===== config.mk =====
export PLATFORM = sky130hd
export DESIGN_NAME = m4inv_ctrl
export DESIGN_NICKNAME = d
export VERILOG_FILES = /design/src/rtl/core/m4inv_pkg.sv /design/src/rtl/core/m4inv_ctrl.sv
export VERILOG_INCLUDE_DIRS = /design/src /design/src/rtl/core
export SDC_FILE = /design/constraint.sdc
export NUM_CORES = 1
export LEC_CHECK = 0
export BUFFER_PORTS_ARGS = -buffer_cell sky130_fd_sc_hd__clkbuf_2
export CAP_MARGIN = 20
export CORE_MARGIN = 2
export CORE_UTILIZATION = 52
export CTS_CLUSTER_DIAMETER = 30
export DETAILED_ROUTE_END_ITERATION = 7
export PLACE_DENSITY = 0.75
export SLEW_MARGIN = 15
export SYNTH_ARGS = -nofsm -noshare
export SYNTH_HDL_FRONTEND = slang
export SYNTH_SLANG_ARGS = --single-unit

===== constraint.sdc =====
create_clock -name clock -period 2.1 [get_ports clock]
set_input_delay 0.21 -clock clock [delete_from_list [all_inputs] [get_ports clock]]
set_output_delay 0.21 -clock clock [all_outputs]
set_load 0.1 [all_outputs]

===== src/rtl/core/matrix4_inverse_adjugate_defines.svh =====
// Assertion macros for the matrix inverse, included only by m4inv_ctrl.
// No dependencies; files that check their own logic include this header.
`ifndef MATRIX4_INVERSE_ADJUGATE_DEFINES_SVH
`define MATRIX4_INVERSE_ADJUGATE_DEFINES_SVH

// Same-cycle implication, sampled on the block clock, off during reset.
`define M4I_ASSERT_NOW(lbl, ante, cons, msg) \
   lbl: assert property (@(posedge clock) disable iff (reset) (ante) |-> (cons)) \
      else $error(msg);

// Next-cycle implication, sampled on the block clock, off during reset.
`define M4I_ASSERT_NEXT(lbl, ante, cons, msg) \
   lbl: assert property (@(posedge clock) disable iff (reset) (ante) |=> (cons)) \
      else $error(msg);

`endif


===== src/rtl/core/m4inv_pkg.sv =====
// Shared types, widths and microcode tables for the 4x4 matrix inverse.
// No dependencies; used by the controller, the datapath and the top level.
package m4inv_pkg;

   localparam int ELEM_W     = 32;
   localparam int THR_W      = 31;
   localparam int OPND_W     = 33;   // multiplier operand, signed
   localparam int PROD_W     = 66;
   localparam int SCR_W      = 97;   // 2x2 minors and adjugate entries
   localparam int ACC_W      = 131;  // determinant and accumulator
   localparam int DABS_W     = 130;
   localparam int NUM_W      = 131;
   localparam int REM_W      = 131;
   localparam int SCR_DEPTH  = 28;
   localparam int ROW_W      = 4 * ELEM_W;

   localparam logic [4:0] ADJ_BASE = 5'd12;

   // phase codes inside one controller state
   localparam logic [2:0] PH_RD   = 3'd0;
   localparam logic [2:0] PH_MUL  = 3'd1;
   localparam logic [2:0] PH_ACC  = 3'd2;
   localparam logic [2:0] PH_NUM  = 3'd1;
   localparam logic [2:0] PH_CHK  = 3'd2;
   localparam logic [2:0] PH_STEP = 3'd3;
   localparam logic [2:0] PH_FIN  = 3'd4;

   typedef enum logic [3:0] {
      S_LOAD, S_MIN, S_ADJ, S_DET, S_DABS, S_SCHK, S_DECIDE, S_SING, S_DIV, S_EMIT
   } state_type;

   typedef enum logic [3:0] {
      OP_IDLE, OP_LOAD, OP_RD, OP_MUL, OP_ACC, OP_DABS, OP_SCHK,
      OP_DNUM, OP_DCHK, OP_DSTEP, OP_DFIN, OP_EMIT
   } op_type;

   typedef enum logic [2:0] {
      CH_ELEM, CH_LO, CH_MID_U, CH_MID_S, CH_HI
   } chunk_type;

   typedef struct packed {
      op_type     op;
      logic [1:0] wr_row;
      logic [3:0] a_addr;
      logic [3:0] b_addr;
      logic [4:0] s_addr;
      chunk_type  chunk;
      logic       neg;
      logic       clr;
      logic       wr_scr;
      logic [4:0] wr_addr;
      logic       wr_det;
      logic [1:0] col;
      logic       emit_sing;
      logic       emit_last;
   } cmd_type;

   typedef struct packed {
      logic sing;
      logic out_free;
   } sts_type;

   // column pairs of the 2x2 minors, in the order (0,1) (0,2) (0,3) (1,2) (1,3) (2,3)
   localparam logic [1:0] PAIR_I [6] = '{2'd0, 2'd0, 2'd0, 2'd1, 2'd1, 2'd2};
   localparam logic [1:0] PAIR_J [6] = '{2'd1, 2'd2, 2'd3, 2'd2, 2'd3, 2'd3};

   // adjugate terms: {negate, element index, minor slot}; slots 0..5 rows 0/1,
   // slots 6..11 rows 2/3
   localparam logic [8:0] ADJ_TERM [16][3] = '{
      '{{1'b0, 4'd5 , 4'd11}, {1'b1, 4'd6 , 4'd10}, {1'b0, 4'd7 , 4'd9 }},
      '{{1'b1, 4'd1 , 4'd11}, {1'b0, 4'd2 , 4'd10}, {1'b1, 4'd3 , 4'd9 }},
      '{{1'b0, 4'd13, 4'd5 }, {1'b1, 4'd14, 4'd4 }, {1'b0, 4'd15, 4'd3 }},
      '{{1'b1, 4'd9 , 4'd5 }, {1'b0, 4'd10, 4'd4 }, {1'b1, 4'd11, 4'd3 }},
      '{{1'b1, 4'd4 , 4'd11}, {1'b0, 4'd6 , 4'd8 }, {1'b1, 4'd7 , 4'd7 }},
      '{{1'b0, 4'd0 , 4'd11}, {1'b1, 4'd2 , 4'd8 }, {1'b0, 4'd3 , 4'd7 }},
      '{{1'b1, 4'd12, 4'd5 }, {1'b0, 4'd14, 4'd2 }, {1'b1, 4'd15, 4'd1 }},
      '{{1'b0, 4'd8 , 4'd5 }, {1'b1, 4'd10, 4'd2 }, {1'b0, 4'd11, 4'd1 }},
      '{{1'b0, 4'd4 , 4'd10}, {1'b1, 4'd5 , 4'd8 }, {1'b0, 4'd7 , 4'd6 }},
      '{{1'b1, 4'd0 , 4'd10}, {1'b0, 4'd1 , 4'd8 }, {1'b1, 4'd3 , 4'd6 }},
      '{{1'b0, 4'd12, 4'd4 }, {1'b1, 4'd13, 4'd2 }, {1'b0, 4'd15, 4'd0 }},
      '{{1'b1, 4'd8 , 4'd4 }, {1'b0, 4'd9 , 4'd2 }, {1'b1, 4'd11, 4'd0 }},
      '{{1'b1, 4'd4 , 4'd9 }, {1'b0, 4'd5 , 4'd7 }, {1'b1, 4'd6 , 4'd6 }},
      '{{1'b0, 4'd0 , 4'd9 }, {1'b1, 4'd1 , 4'd7 }, {1'b0, 4'd2 , 4'd6 }},
      '{{1'b1, 4'd12, 4'd3 }, {1'b0, 4'd13, 4'd1 }, {1'b1, 4'd14, 4'd0 }},
      '{{1'b0, 4'd8 , 4'd3 }, {1'b1, 4'd9 , 4'd1 }, {1'b0, 4'd10, 4'd0 }}
   };

endpackage


===== src/rtl/core/m4inv_ctrl.sv =====
// Sequencer for the matrix inverse: row loading, multiply-accumulate program,
// division and row emission. Depends on m4inv_pkg and the assertion header.
`include "matrix4_inverse_adjugate_defines.svh"

module m4inv_ctrl (
   input  logic              clock,
   input  logic              reset,
   input  logic              req_valid,
   output logic              req_stall,
   input  m4inv_pkg::sts_type sts,
   output m4inv_pkg::cmd_type cmd
);

   m4inv_pkg::state_type state_ff, state_in;
   logic [3:0] idx_ff, idx_in;
   logic [1:0] term_ff, term_in;
   logic [1:0] chunk_ff, chunk_in;
   logic [2:0] ph_ff, ph_in;
   logic [4:0] bit_ff, bit_in;
   logic [1:0] rows_ff, rows_in;

   logic [2:0] pair;
   logic [1:0] row_base;
   logic [8:0] adj_t;
   logic       mac_end;

   always_ff @(posedge clock) begin
      if (reset) begin
         state_ff <= m4inv_pkg::S_LOAD;
         idx_ff   <= '0;
         term_ff  <= '0;
         chunk_ff <= '0;
         ph_ff    <= m4inv_pkg::PH_RD;
         bit_ff   <= '0;
         rows_ff  <= '0;
      end else begin
         state_ff <= state_in;
         idx_ff   <= idx_in;
         term_ff  <= term_in;
         chunk_ff <= chunk_in;
         ph_ff    <= ph_in;
         bit_ff   <= bit_in;
         rows_ff  <= rows_in;
      end
   end

   always_comb begin
      state_in  = state_ff;
      idx_in    = idx_ff;
      term_in   = term_ff;
      chunk_in  = chunk_ff;
      ph_in     = ph_ff;
      bit_in    = bit_ff;
      rows_in   = rows_ff;
      cmd       = '0;
      req_stall = 1'b1;
      pair      = (idx_ff < 4'd6) ? idx_ff[2:0] : 3'(idx_ff - 4'd6);
      row_base  = (idx_ff < 4'd6) ? 2'd0 : 2'd2;
      adj_t     = m4inv_pkg::ADJ_TERM[idx_ff][term_ff];
      mac_end   = (ph_ff == m4inv_pkg::PH_ACC);

      // multiply-accumulate phases shared by the three program sections
      case (ph_ff)
         m4inv_pkg::PH_RD:  cmd.op = m4inv_pkg::OP_RD;
         m4inv_pkg::PH_MUL: cmd.op = m4inv_pkg::OP_MUL;
         default:           cmd.op = m4inv_pkg::OP_ACC;
      endcase

      case (state_ff)
         m4inv_pkg::S_LOAD: begin
            cmd.op     = m4inv_pkg::OP_IDLE;
            req_stall  = 1'b0;
            if (req_valid) begin
               cmd.op     = m4inv_pkg::OP_LOAD;
               cmd.wr_row = rows_ff;
               rows_in    = rows_ff + 2'd1;
               if (rows_ff == 2'd3) begin
                  state_in = m4inv_pkg::S_MIN;
                  idx_in   = '0;
                  term_in  = '0;
                  chunk_in = '0;
                  ph_in    = m4inv_pkg::PH_RD;
               end
            end
         end
         m4inv_pkg::S_MIN: begin
            cmd.chunk = m4inv_pkg::CH_ELEM;
            if (term_ff == 2'd0) begin
               cmd.a_addr = {row_base, m4inv_pkg::PAIR_I[pair]};
               cmd.b_addr = {row_base + 2'd1, m4inv_pkg::PAIR_J[pair]};
            end else begin
               cmd.a_addr = {row_base + 2'd1, m4inv_pkg::PAIR_I[pair]};
               cmd.b_addr = {row_base, m4inv_pkg::PAIR_J[pair]};
            end
            cmd.neg     = term_ff[0];
            cmd.clr     = (term_ff == 2'd0);
            cmd.wr_scr  = (term_ff == 2'd1);
            cmd.wr_addr = {1'b0, idx_ff};
            ph_in = mac_end ? m4inv_pkg::PH_RD : ph_ff + 3'd1;
            if (mac_end) begin
               if (term_ff == 2'd1) begin
                  term_in = '0;
                  if (idx_ff == 4'd11) begin
                     state_in = m4inv_pkg::S_ADJ;
                     idx_in   = '0;
                  end else begin
                     idx_in = idx_ff + 4'd1;
                  end
               end else begin
                  term_in = term_ff + 2'd1;
               end
            end
         end
         m4inv_pkg::S_ADJ: begin
            cmd.a_addr  = adj_t[7:4];
            cmd.s_addr  = {1'b0, adj_t[3:0]};
            cmd.neg     = adj_t[8];
            cmd.chunk   = (chunk_ff == 2'd0) ? m4inv_pkg::CH_LO : m4inv_pkg::CH_MID_S;
            cmd.clr     = (term_ff == 2'd0) && (chunk_ff == 2'd0);
            cmd.wr_scr  = (term_ff == 2'd2) && (chunk_ff == 2'd1);
            cmd.wr_addr = m4inv_pkg::ADJ_BASE + {1'b0, idx_ff};
            ph_in = mac_end ? m4inv_pkg::PH_RD : ph_ff + 3'd1;
            if (mac_end) begin
               if (chunk_ff == 2'd0) begin
                  chunk_in = 2'd1;
               end else begin
                  chunk_in = '0;
                  if (term_ff == 2'd2) begin
                     term_in = '0;
                     if (idx_ff == 4'd15) begin
                        state_in = m4inv_pkg::S_DET;
                        idx_in   = '0;
                     end else begin
                        idx_in = idx_ff + 4'd1;
                     end
                  end else begin
                     term_in = term_ff + 2'd1;
                  end
               end
            end
         end
         m4inv_pkg::S_DET: begin
            // det = sum over j of a[0][j] * adj[j][0]
            cmd.a_addr = {2'd0, idx_ff[1:0]};
            cmd.s_addr = m4inv_pkg::ADJ_BASE + {1'b0, idx_ff[1:0], 2'b00};
            case (chunk_ff)
               2'd0:    cmd.chunk = m4inv_pkg::CH_LO;
               2'd1:    cmd.chunk = m4inv_pkg::CH_MID_U;
               default: cmd.chunk = m4inv_pkg::CH_HI;
            endcase
            cmd.clr    = (idx_ff[1:0] == 2'd0) && (chunk_ff == 2'd0);
            cmd.wr_det = (idx_ff[1:0] == 2'd3) && (chunk_ff == 2'd2);
            ph_in = mac_end ? m4inv_pkg::PH_RD : ph_ff + 3'd1;
            if (mac_end) begin
               if (chunk_ff != 2'd2) begin
                  chunk_in = chunk_ff + 2'd1;
               end else begin
                  chunk_in = '0;
                  if (idx_ff[1:0] == 2'd3) begin
                     state_in = m4inv_pkg::S_DABS;
                     idx_in   = '0;
                  end else begin
                     idx_in = idx_ff + 4'd1;
                  end
               end
            end
         end
         m4inv_pkg::S_DABS: begin
            cmd.op   = m4inv_pkg::OP_DABS;
            state_in = m4inv_pkg::S_SCHK;
         end
         m4inv_pkg::S_SCHK: begin
            cmd.op   = m4inv_pkg::OP_SCHK;
            state_in = m4inv_pkg::S_DECIDE;
         end
         m4inv_pkg::S_DECIDE: begin
            cmd.op   = m4inv_pkg::OP_IDLE;
            idx_in   = '0;
            ph_in    = m4inv_pkg::PH_RD;
            state_in = sts.sing ? m4inv_pkg::S_SING : m4inv_pkg::S_DIV;
         end
         m4inv_pkg::S_SING: begin
            cmd.op = m4inv_pkg::OP_IDLE;
            if (sts.out_free) begin
               cmd.op        = m4inv_pkg::OP_EMIT;
               cmd.emit_sing = 1'b1;
               cmd.emit_last = 1'b1;
               state_in      = m4inv_pkg::S_LOAD;
            end
         end
         m4inv_pkg::S_DIV: begin
            cmd.s_addr = m4inv_pkg::ADJ_BASE + {1'b0, idx_ff};
            cmd.col    = idx_ff[1:0];
            case (ph_ff)
               m4inv_pkg::PH_RD: begin
                  cmd.op = m4inv_pkg::OP_RD;
                  ph_in  = m4inv_pkg::PH_NUM;
               end
               m4inv_pkg::PH_NUM: begin
                  cmd.op = m4inv_pkg::OP_DNUM;
                  ph_in  = m4inv_pkg::PH_CHK;
               end
               m4inv_pkg::PH_CHK: begin
                  cmd.op = m4inv_pkg::OP_DCHK;
                  bit_in = '0;
                  ph_in  = m4inv_pkg::PH_STEP;
               end
               m4inv_pkg::PH_STEP: begin
                  cmd.op = m4inv_pkg::OP_DSTEP;
                  bit_in = bit_ff + 5'd1;
                  if (bit_ff == 5'd31) begin
                     ph_in = m4inv_pkg::PH_FIN;
                  end
               end
               default: begin
                  cmd.op = m4inv_pkg::OP_DFIN;
                  ph_in  = m4inv_pkg::PH_RD;
                  if (idx_ff[1:0] == 2'd3) begin
                     state_in = m4inv_pkg::S_EMIT;
                  end else begin
                     idx_in = idx_ff + 4'd1;
                  end
               end
            endcase
         end
         m4inv_pkg::S_EMIT: begin
            cmd.op = m4inv_pkg::OP_IDLE;
            if (sts.out_free) begin
               cmd.op        = m4inv_pkg::OP_EMIT;
               cmd.emit_last = (idx_ff == 4'd15);
               ph_in         = m4inv_pkg::PH_RD;
               if (idx_ff == 4'd15) begin
                  state_in = m4inv_pkg::S_LOAD;
               end else begin
                  idx_in   = idx_ff + 4'd1;
                  state_in = m4inv_pkg::S_DIV;
               end
            end
         end
         default: begin
            cmd.op   = m4inv_pkg::OP_IDLE;
            state_in = m4inv_pkg::S_LOAD;
         end
      endcase
   end

   `M4I_ASSERT_NOW(a_rows_only_loading, rows_ff != 2'd0, state_ff == m4inv_pkg::S_LOAD, "partial matrix outside load state")
   `M4I_ASSERT_NOW(a_emit_needs_room, cmd.op == m4inv_pkg::OP_EMIT, sts.out_free, "emit while output register is held")
   `M4I_ASSERT_NEXT(a_last_returns, cmd.op == m4inv_pkg::OP_EMIT && cmd.emit_last, state_ff == m4inv_pkg::S_LOAD && rows_ff == 2'd0, "no return to loading after last row")

endmodule


==> flow_metrics.env, run 1 <==
export IMPL_outcome="did not finish"
export IMPL_haltStage="global routing (5_1_grt)"
export IMPL_error="[ERROR GRT-0232] Routing congestion too high. Check the congestion heatmap in the GUI."
export IMPL_gp_congestion=0.952
export IMPL_synth_net_count=361
export IMPL_mean_post_synth_cell_area_um2=7.02
export IMPL_ctsHtreeMaxLevel=1
export IMPL_initial_standard_cell_utilization_of_the_core=0.543
export IMPL_fp_dieW_um=71.7
export IMPL_async_flop_share=0
export IMPL_grtUsageTotal=0.889
export IMPL_repair_timing_grt_worst_ep="cmd[17]"
export IMPL_design_portCount=41
export IMPL_place_detailed_hpwl_um=6480
export IMPL_yosys_register_bits=22
export IMPL_cts_hold_repair_buffers=0
export IMPL_synth_top_cells_by_area="sky130_fd_sc_hd__dfxtp_1 (19%), sky130_fd_sc_hd__ha_1 (8.9%), sky130_fd_sc_hd__a21oi_1 (6.1%)"
export IMPL_worst_endpoint_kind="output port"
export IMPL_root_buffer="sky130_fd_sc_hd__clkbuf_8"
export IMPL_synth_top_area_cell="sky130_fd_sc_hd__dfxtp_1"
export IMPL_grt_start_max_net_pins=29
export IMPL_synth_top_cell_area_share=0.185
export IMPL_max_clock_path_buffers=2
export IMPL_netlist_instances=339
export IMPL_core_rowCount=24
export IMPL_synth_flop_cell="sky130_fd_sc_hd__dfxtp_1"
export IMPL_dieHeight_um=71.7
export IMPL_grt_overflow_total=261
export IMPL_cts_buffers_inserted=3
export IMPL_number_of_distinct_library_cells_after_synthesis=60
export IMPL_ys_seq_area_frac=0.185
export IMPL_synth_edff_count=0
export IMPL_yosys_warnings=0
export IMPL_total_standard_cell_area_after_synthesis_um2=2380
export IMPL_cts_num_sinks=22
export IMPL_port_buffer_count=40
-- cells in the mapped netlist (3+ instances only) --
master,n
sky130_fd_sc_hd__ha_1,17
sky130_fd_sc_hd__nand2b_1,11
sky130_fd_sc_hd__a32oi_1,3
sky130_fd_sc_hd__nand3b_1,4
sky130_fd_sc_hd__nor4b_1,3
sky130_fd_sc_hd__inv_1,14
sky130_fd_sc_hd__nor2b_1,8
sky130_fd_sc_hd__o21ai_0,15
sky130_fd_sc_hd__o22ai_1,12
sky130_fd_sc_hd__o32ai_1,4
sky130_fd_sc_hd__buf_1,4
sky130_fd_sc_hd__nor2_1,34
sky130_fd_sc_hd__buf_2,7
sky130_fd_sc_hd__o21a_1,4
sky130_fd_sc_hd__nand3_1,14
sky130_fd_sc_hd__a31oi_1,5
sky130_fd_sc_hd__a21oi_1,29
sky130_fd_sc_hd__dfxtp_1,22
sky130_fd_sc_hd__or3_1,6
sky130_fd_sc_hd__a21o_1,4
sky130_fd_sc_hd__nand2_1,35
sky130_fd_sc_hd__clkbuf_1,17
sky130_fd_sc_hd__and3_1,4
sky130_fd_sc_hd__mux2i_1,9
sky130_fd_sc_hd__nor3_1,6
-- cell families after synthesis --
group / share of synthesized area
buffers and inverters: 0.0747
flip-flops: 0.185
multiplexers: 0.0521
XOR/XNOR: 0.0110
AND/OR/NAND/NOR: 0.310
adder cells (fa/ha/maj): 0.0894
AO/OA/AOI/OAI: 0.278
-- timing repair --
| action | in CTS |
|---|---|
| hold endpoints to repair | 0 |
| buffers inserted | 3 |
| setup endpoints to repair | 24 |
| pin swaps | 5 |
| gates resized for setup | 32 |
-- routing by layer --
layer	GRT usage	GRT overflow
met1	0.847	1
met2	1.11	168
met3	0.674	2
met4	1.03	90
met5	0.0707	0
-- per-stage QoR --
stage,setup slack [ns],hold slack (ns),cells,instance area [um^2]
after floorplan,-0.142,0.425,339,2920
after global placement,0.0609,0.442,448,3840
after detailed placement,0.0132,0.456,448,3840
after CTS,-0.185,0.378,455,4040
==> run 2: changes to the inputs <==
--- a/config.mk
+++ b/config.mk
@@ -9,10 +9,9 @@
 export BUFFER_PORTS_ARGS = -buffer_cell sky130_fd_sc_hd__clkbuf_2
 export CAP_MARGIN = 20
 export CORE_MARGIN = 2
-export CORE_UTILIZATION = 52
-export CTS_CLUSTER_DIAMETER = 30
+export CORE_UTILIZATION = 40
 export DETAILED_ROUTE_END_ITERATION = 7
-export PLACE_DENSITY = 0.75
+export PLACE_DENSITY_LB_ADDON = 0.15
 export SLEW_MARGIN = 15
 export SYNTH_ARGS = -nofsm -noshare
 export SYNTH_HDL_FRONTEND = slang
==> constraint.sdc (replaced) <==
create_clock -name clock -period 2.7 [get_ports clock]
set_input_delay 0.27 -clock clock [delete_from_list [all_inputs] [get_ports clock]]
set_output_delay 0.27 -clock clock [all_outputs]
set_load 0.1 [all_outputs]
==> run 2 against run 1 <==
  * The run now ends clean
  * Synthesized cell count unchanged
  * Synthesized area unchanged
==> flow_metrics.env, run 2 <==
export IMPL_worstHoldEndpoint="rows_ff[1]"
export IMPL_grt_pass1_vias=2444
export IMPL_route_detailed_drc=0
export IMPL_clk_insertion_delay_late_ns=0.27
export IMPL_hold_path_depth=3
export IMPL_grt_start_max_net_pins=29
export IMPL_worst_setup_path_start_kind="flip-flop"
export IMPL_worst_path_largest_cell_delay_ns=0.44
export IMPL_yosys_warnings=0
export IMPL_cts_num_sinks=22
export IMPL_critical_path_peak_fanout=9
export IMPL_async_flop_share=0
export IMPL_synth_top_cells_by_area="sky130_fd_sc_hd__dfxtp_1 (19%), sky130_fd_sc_hd__ha_1 (8.9%), sky130_fd_sc_hd__a21oi_1 (6.1%)"
export IMPL_largest_register="bit_ff"
export IMPL_p_sw_uw=186
export IMPL_finish_utilization=0.561
export IMPL_mean_post_synth_cell_area_um2=7.02
export IMPL_area_growth_synth_to_final_pct=37.9
export IMPL_worst_ep_required_time_ns=2.43
export IMPL_regToRegEndpoint="state_ff[1]"
export IMPL_synth_edff_count=0
export IMPL_die_area_um2=6580
export IMPL_cts_buffers_inserted=3
export IMPL_fp_dieW_um=81.1
export IMPL_final_setup_skew_ns=0.00164
export IMPL_end_kind="output port"
export IMPL_max_vdd_ir_drop_uv=203
export IMPL_detail_route_antenna_nets=0
export IMPL_max_cap_violations=0
export IMPL_reg2reg_slack_ns=0.28
export IMPL_dieHeight_um=81.1
export IMPL_design_portCount=41
export IMPL_critical_path_reg2reg_startpoint="state_ff[1]"
export IMPL_number_of_distinct_library_cells_after_synthesis=60
export IMPL_drt_first_pass_iters=4
export IMPL_pwr_share_seq=0.448
export IMPL_setup_tns_final_ns=0
export IMPL_clkTransAtPathRegs_ns=0.08
export IMPL_worst_hold_startpoint="req_valid"
export IMPL_setup_slack_ns=0.162
export IMPL_max_clock_path_buffers=2
export IMPL_outcome="finished clean"
export IMPL_synth_top_cell_area_share=0.185
export IMPL_power_share_combinational=0.120
export IMPL_root_buffer="sky130_fd_sc_hd__clkbuf_8"
export IMPL_synth_top_area_cell="sky130_fd_sc_hd__dfxtp_1"
export IMPL_worst_hold_path_class="in2reg"
export IMPL_port_buffer_count=40
export IMPL_synth_flop_cell="sky130_fd_sc_hd__dfxtp_1"
export IMPL_vias_per_cell=5.84
export IMPL_hold_viol_final=0
export IMPL_switching_share=0.251
export IMPL_total_standard_cell_area_after_synthesis_um2=2380
export IMPL_ctsHtreeMaxLevel=1
export IMPL_design_final_nets=398
export IMPL_grtUsageTotal=0.230
export IMPL_grt_pass1_wl_um=12100
export IMPL_place_detailed_hpwl_um=5400
export IMPL_core_rowCount=28
export IMPL_setup_violations_final=0
export IMPL_final_period_minus_worst_setup_slack_ns=2.54
export IMPL_stdcell_area_um2=3280
export IMPL_clockPowerShare=0.431
export IMPL_cp_arrival_ns=2.27
export IMPL_wire_per_inst_um=15.8
export IMPL_finalPower_uw=739
export IMPL_initialDrtViolationCount=129
export IMPL_antenna_violations_before_repair=0
export IMPL_worst_r2r_path_depth=7
export IMPL_cts_tree="built"
export IMPL_most_common_library_cell_in_the_layout_ignoring_fill_and_taps="sky130_fd_sc_hd__nand2_1"
export IMPL_ys_seq_area_frac=0.185
export IMPL_crit_path_cell_trace="inv_1 > ha_1 > mux2i_1 > nor3_1 > a21oi_1 > o21ai_4 > buf_12"
export IMPL_total_vias_in_the_final_route=2629
export IMPL_area_of_the_placeable_core_um2=5850
export IMPL_synth_net_count=361
export IMPL_gp_congestion=0.907
export IMPL_number_of_antenna_cells_inserted=0
export IMPL_gr_usage_met3=0.0289
export IMPL_final_max_slew_viol_count=0
export IMPL_netlist_instances=339
export IMPL_post_synth_top_count_cell="sky130_fd_sc_hd__nand2_1"
export IMPL_cp_top_family="flip-flops"
export IMPL_timing_worst_setup_path_type="reg2out"
export IMPL_cp_num_buf_inv=2
export IMPL_layout_common_cells="sky130_fd_sc_hd__nand2_1 (35), sky130_fd_sc_hd__nor2_1 (32), sky130_fd_sc_hd__buf_4 (26)"
export IMPL_fmax_ghz=0.394
export IMPL_grt_overflow_total=0
export IMPL_grt_busiest_layer="met2"
export IMPL_p_int_uw=553
export IMPL_dp_slack_ns=0.176
export IMPL_globalRouteMet1Util=0.318
export IMPL_worst_path_max_delay_cell="sky130_fd_sc_hd__dfxtp_1"
export IMPL_maxSlewHeadroom=0.550
export IMPL_routed_wirelength_um=7120
export IMPL_initial_standard_cell_utilization_of_the_core=0.407
export IMPL_synthTopCellsByCount="sky130_fd_sc_hd__nand2_1 (35), sky130_fd_sc_hd__nor2_1 (34), sky130_fd_sc_hd__a21oi_1 (29), sky130_fd_sc_hd__dfxtp_1 (22)"
export IMPL_power_leakage_nw=1.23
export IMPL_biggestRegsByFlops="bit_ff: 5 flops, idx_ff: 4 flops, state_ff: 4 flops"
export IMPL_max_ffs_per_register=5
export IMPL_final_min_period_over_clock_period=0.940
export IMPL_power_density_nw_per_um2=225
export IMPL_met2_usage=0.369
export IMPL_placedInstanceArea_um2=3200
export IMPL_grt_setup_unrepaired="false"
export IMPL_drive_above_1_share=0.253
export IMPL_yosys_register_bits=22
export IMPL_worst_slew_pin_transition_ns=0.673
run 2: cell counts after synthesis:
Identical to the previous run, type by type.
run 2: worst register-to-register path, cell delays in order (launching register included):
cell                       delay [ns]
sky130_fd_sc_hd__dfxtp_1         0.64
sky130_fd_sc_hd__buf_4           0.29
sky130_fd_sc_hd__nor4b_1         0.07
sky130_fd_sc_hd__buf_4           0.17
sky130_fd_sc_hd__a22oi_1         0.22
sky130_fd_sc_hd__nand2_1         0.09
sky130_fd_sc_hd__a2111o_1        0.48
sky130_fd_sc_hd__mux2_1          0.35
run 2: what timing repair did:
action	CTS	global route
hold buffers	0	0
endpoints found under the hold margin	0	0
gates resized for setup	1	3
setup buffers	0	0
setup endpoints to repair	1	6
gates cloned	0	0
pin swaps	0	0
run 2: worst max-delay path by stage:
| stage | from | end | cells after the start |
|---|---|---|---|
| 3_5_place_dp | state_ff[2] | state_ff[1] | 5 |
| 2_1_floorplan | state_ff[2] | cmd[16] | 5 |
| 6_report | idx_ff[1] | cmd[25] | 7 |
| 4_1_cts | state_ff[2] | cmd[34] | 6 |
| 3_3_place_gp | state_ff[2] | state_ff[1] | 5 |
| 5_1_grt | idx_ff[1] | cmd[26] | 7 |
run 2: metal layers:
layer / wire length, um / vias to the layer above
met2: 3360 / 91
li1: - / 1308
met5: 0 / -
met3: 364 / 12
met1: 3260 / 1218
met4: 129 / 0
run 2: power by group through the flow:
stage               Combinational, mW  Sequential (mW)  Clock, mW
CTS                            0.0890            0.331      0.323
floorplan                      0.0659            0.337          0
global placement               0.0879            0.338          0
detailed placement             0.0889            0.339          0
global route                   0.0943            0.332      0.337
finish                         0.0890            0.331      0.319
run 2: cell type report:
cell class	count	area [um^2]
clock buffers	3	41.3
fillers	520	2570
repair buffers	61	731
flip-flops and latches	22	444
inverters	15	56.3
well taps	75	93.8
multi-input cells	273	1880
clock inverters	1	30.0
run 2: kinds of logic (layout without fill, tap and decap cells):
logic type / Yosys count / count (layout) / share of synthesized area
flip-flops: 22 / 22 / 0.185
multiplexers: 12 / 12 / 0.0521
XOR/XNOR: 3 / 3 / 0.0110
adder cells (fa/ha/maj): 17 / 17 / 0.0894
AND/OR/NAND/NOR: 141 / 141 / 0.310
AO/OA/AOI/OAI: 100 / 100 / 0.278
buffers and inverters: 44 / 80 / 0.0747
run 2: stage by stage:
stage / std cells / hold slack, ns
final: 450 / 0.355
after global routing: 450 / 0.372
after CTS: 450 / 0.360
after detailed placement: 446 / 0.454
after global placement: 446 / 0.442
after floorplan: 339 / 0.436
Note: power is estimated with default switching activity, not from simulation.
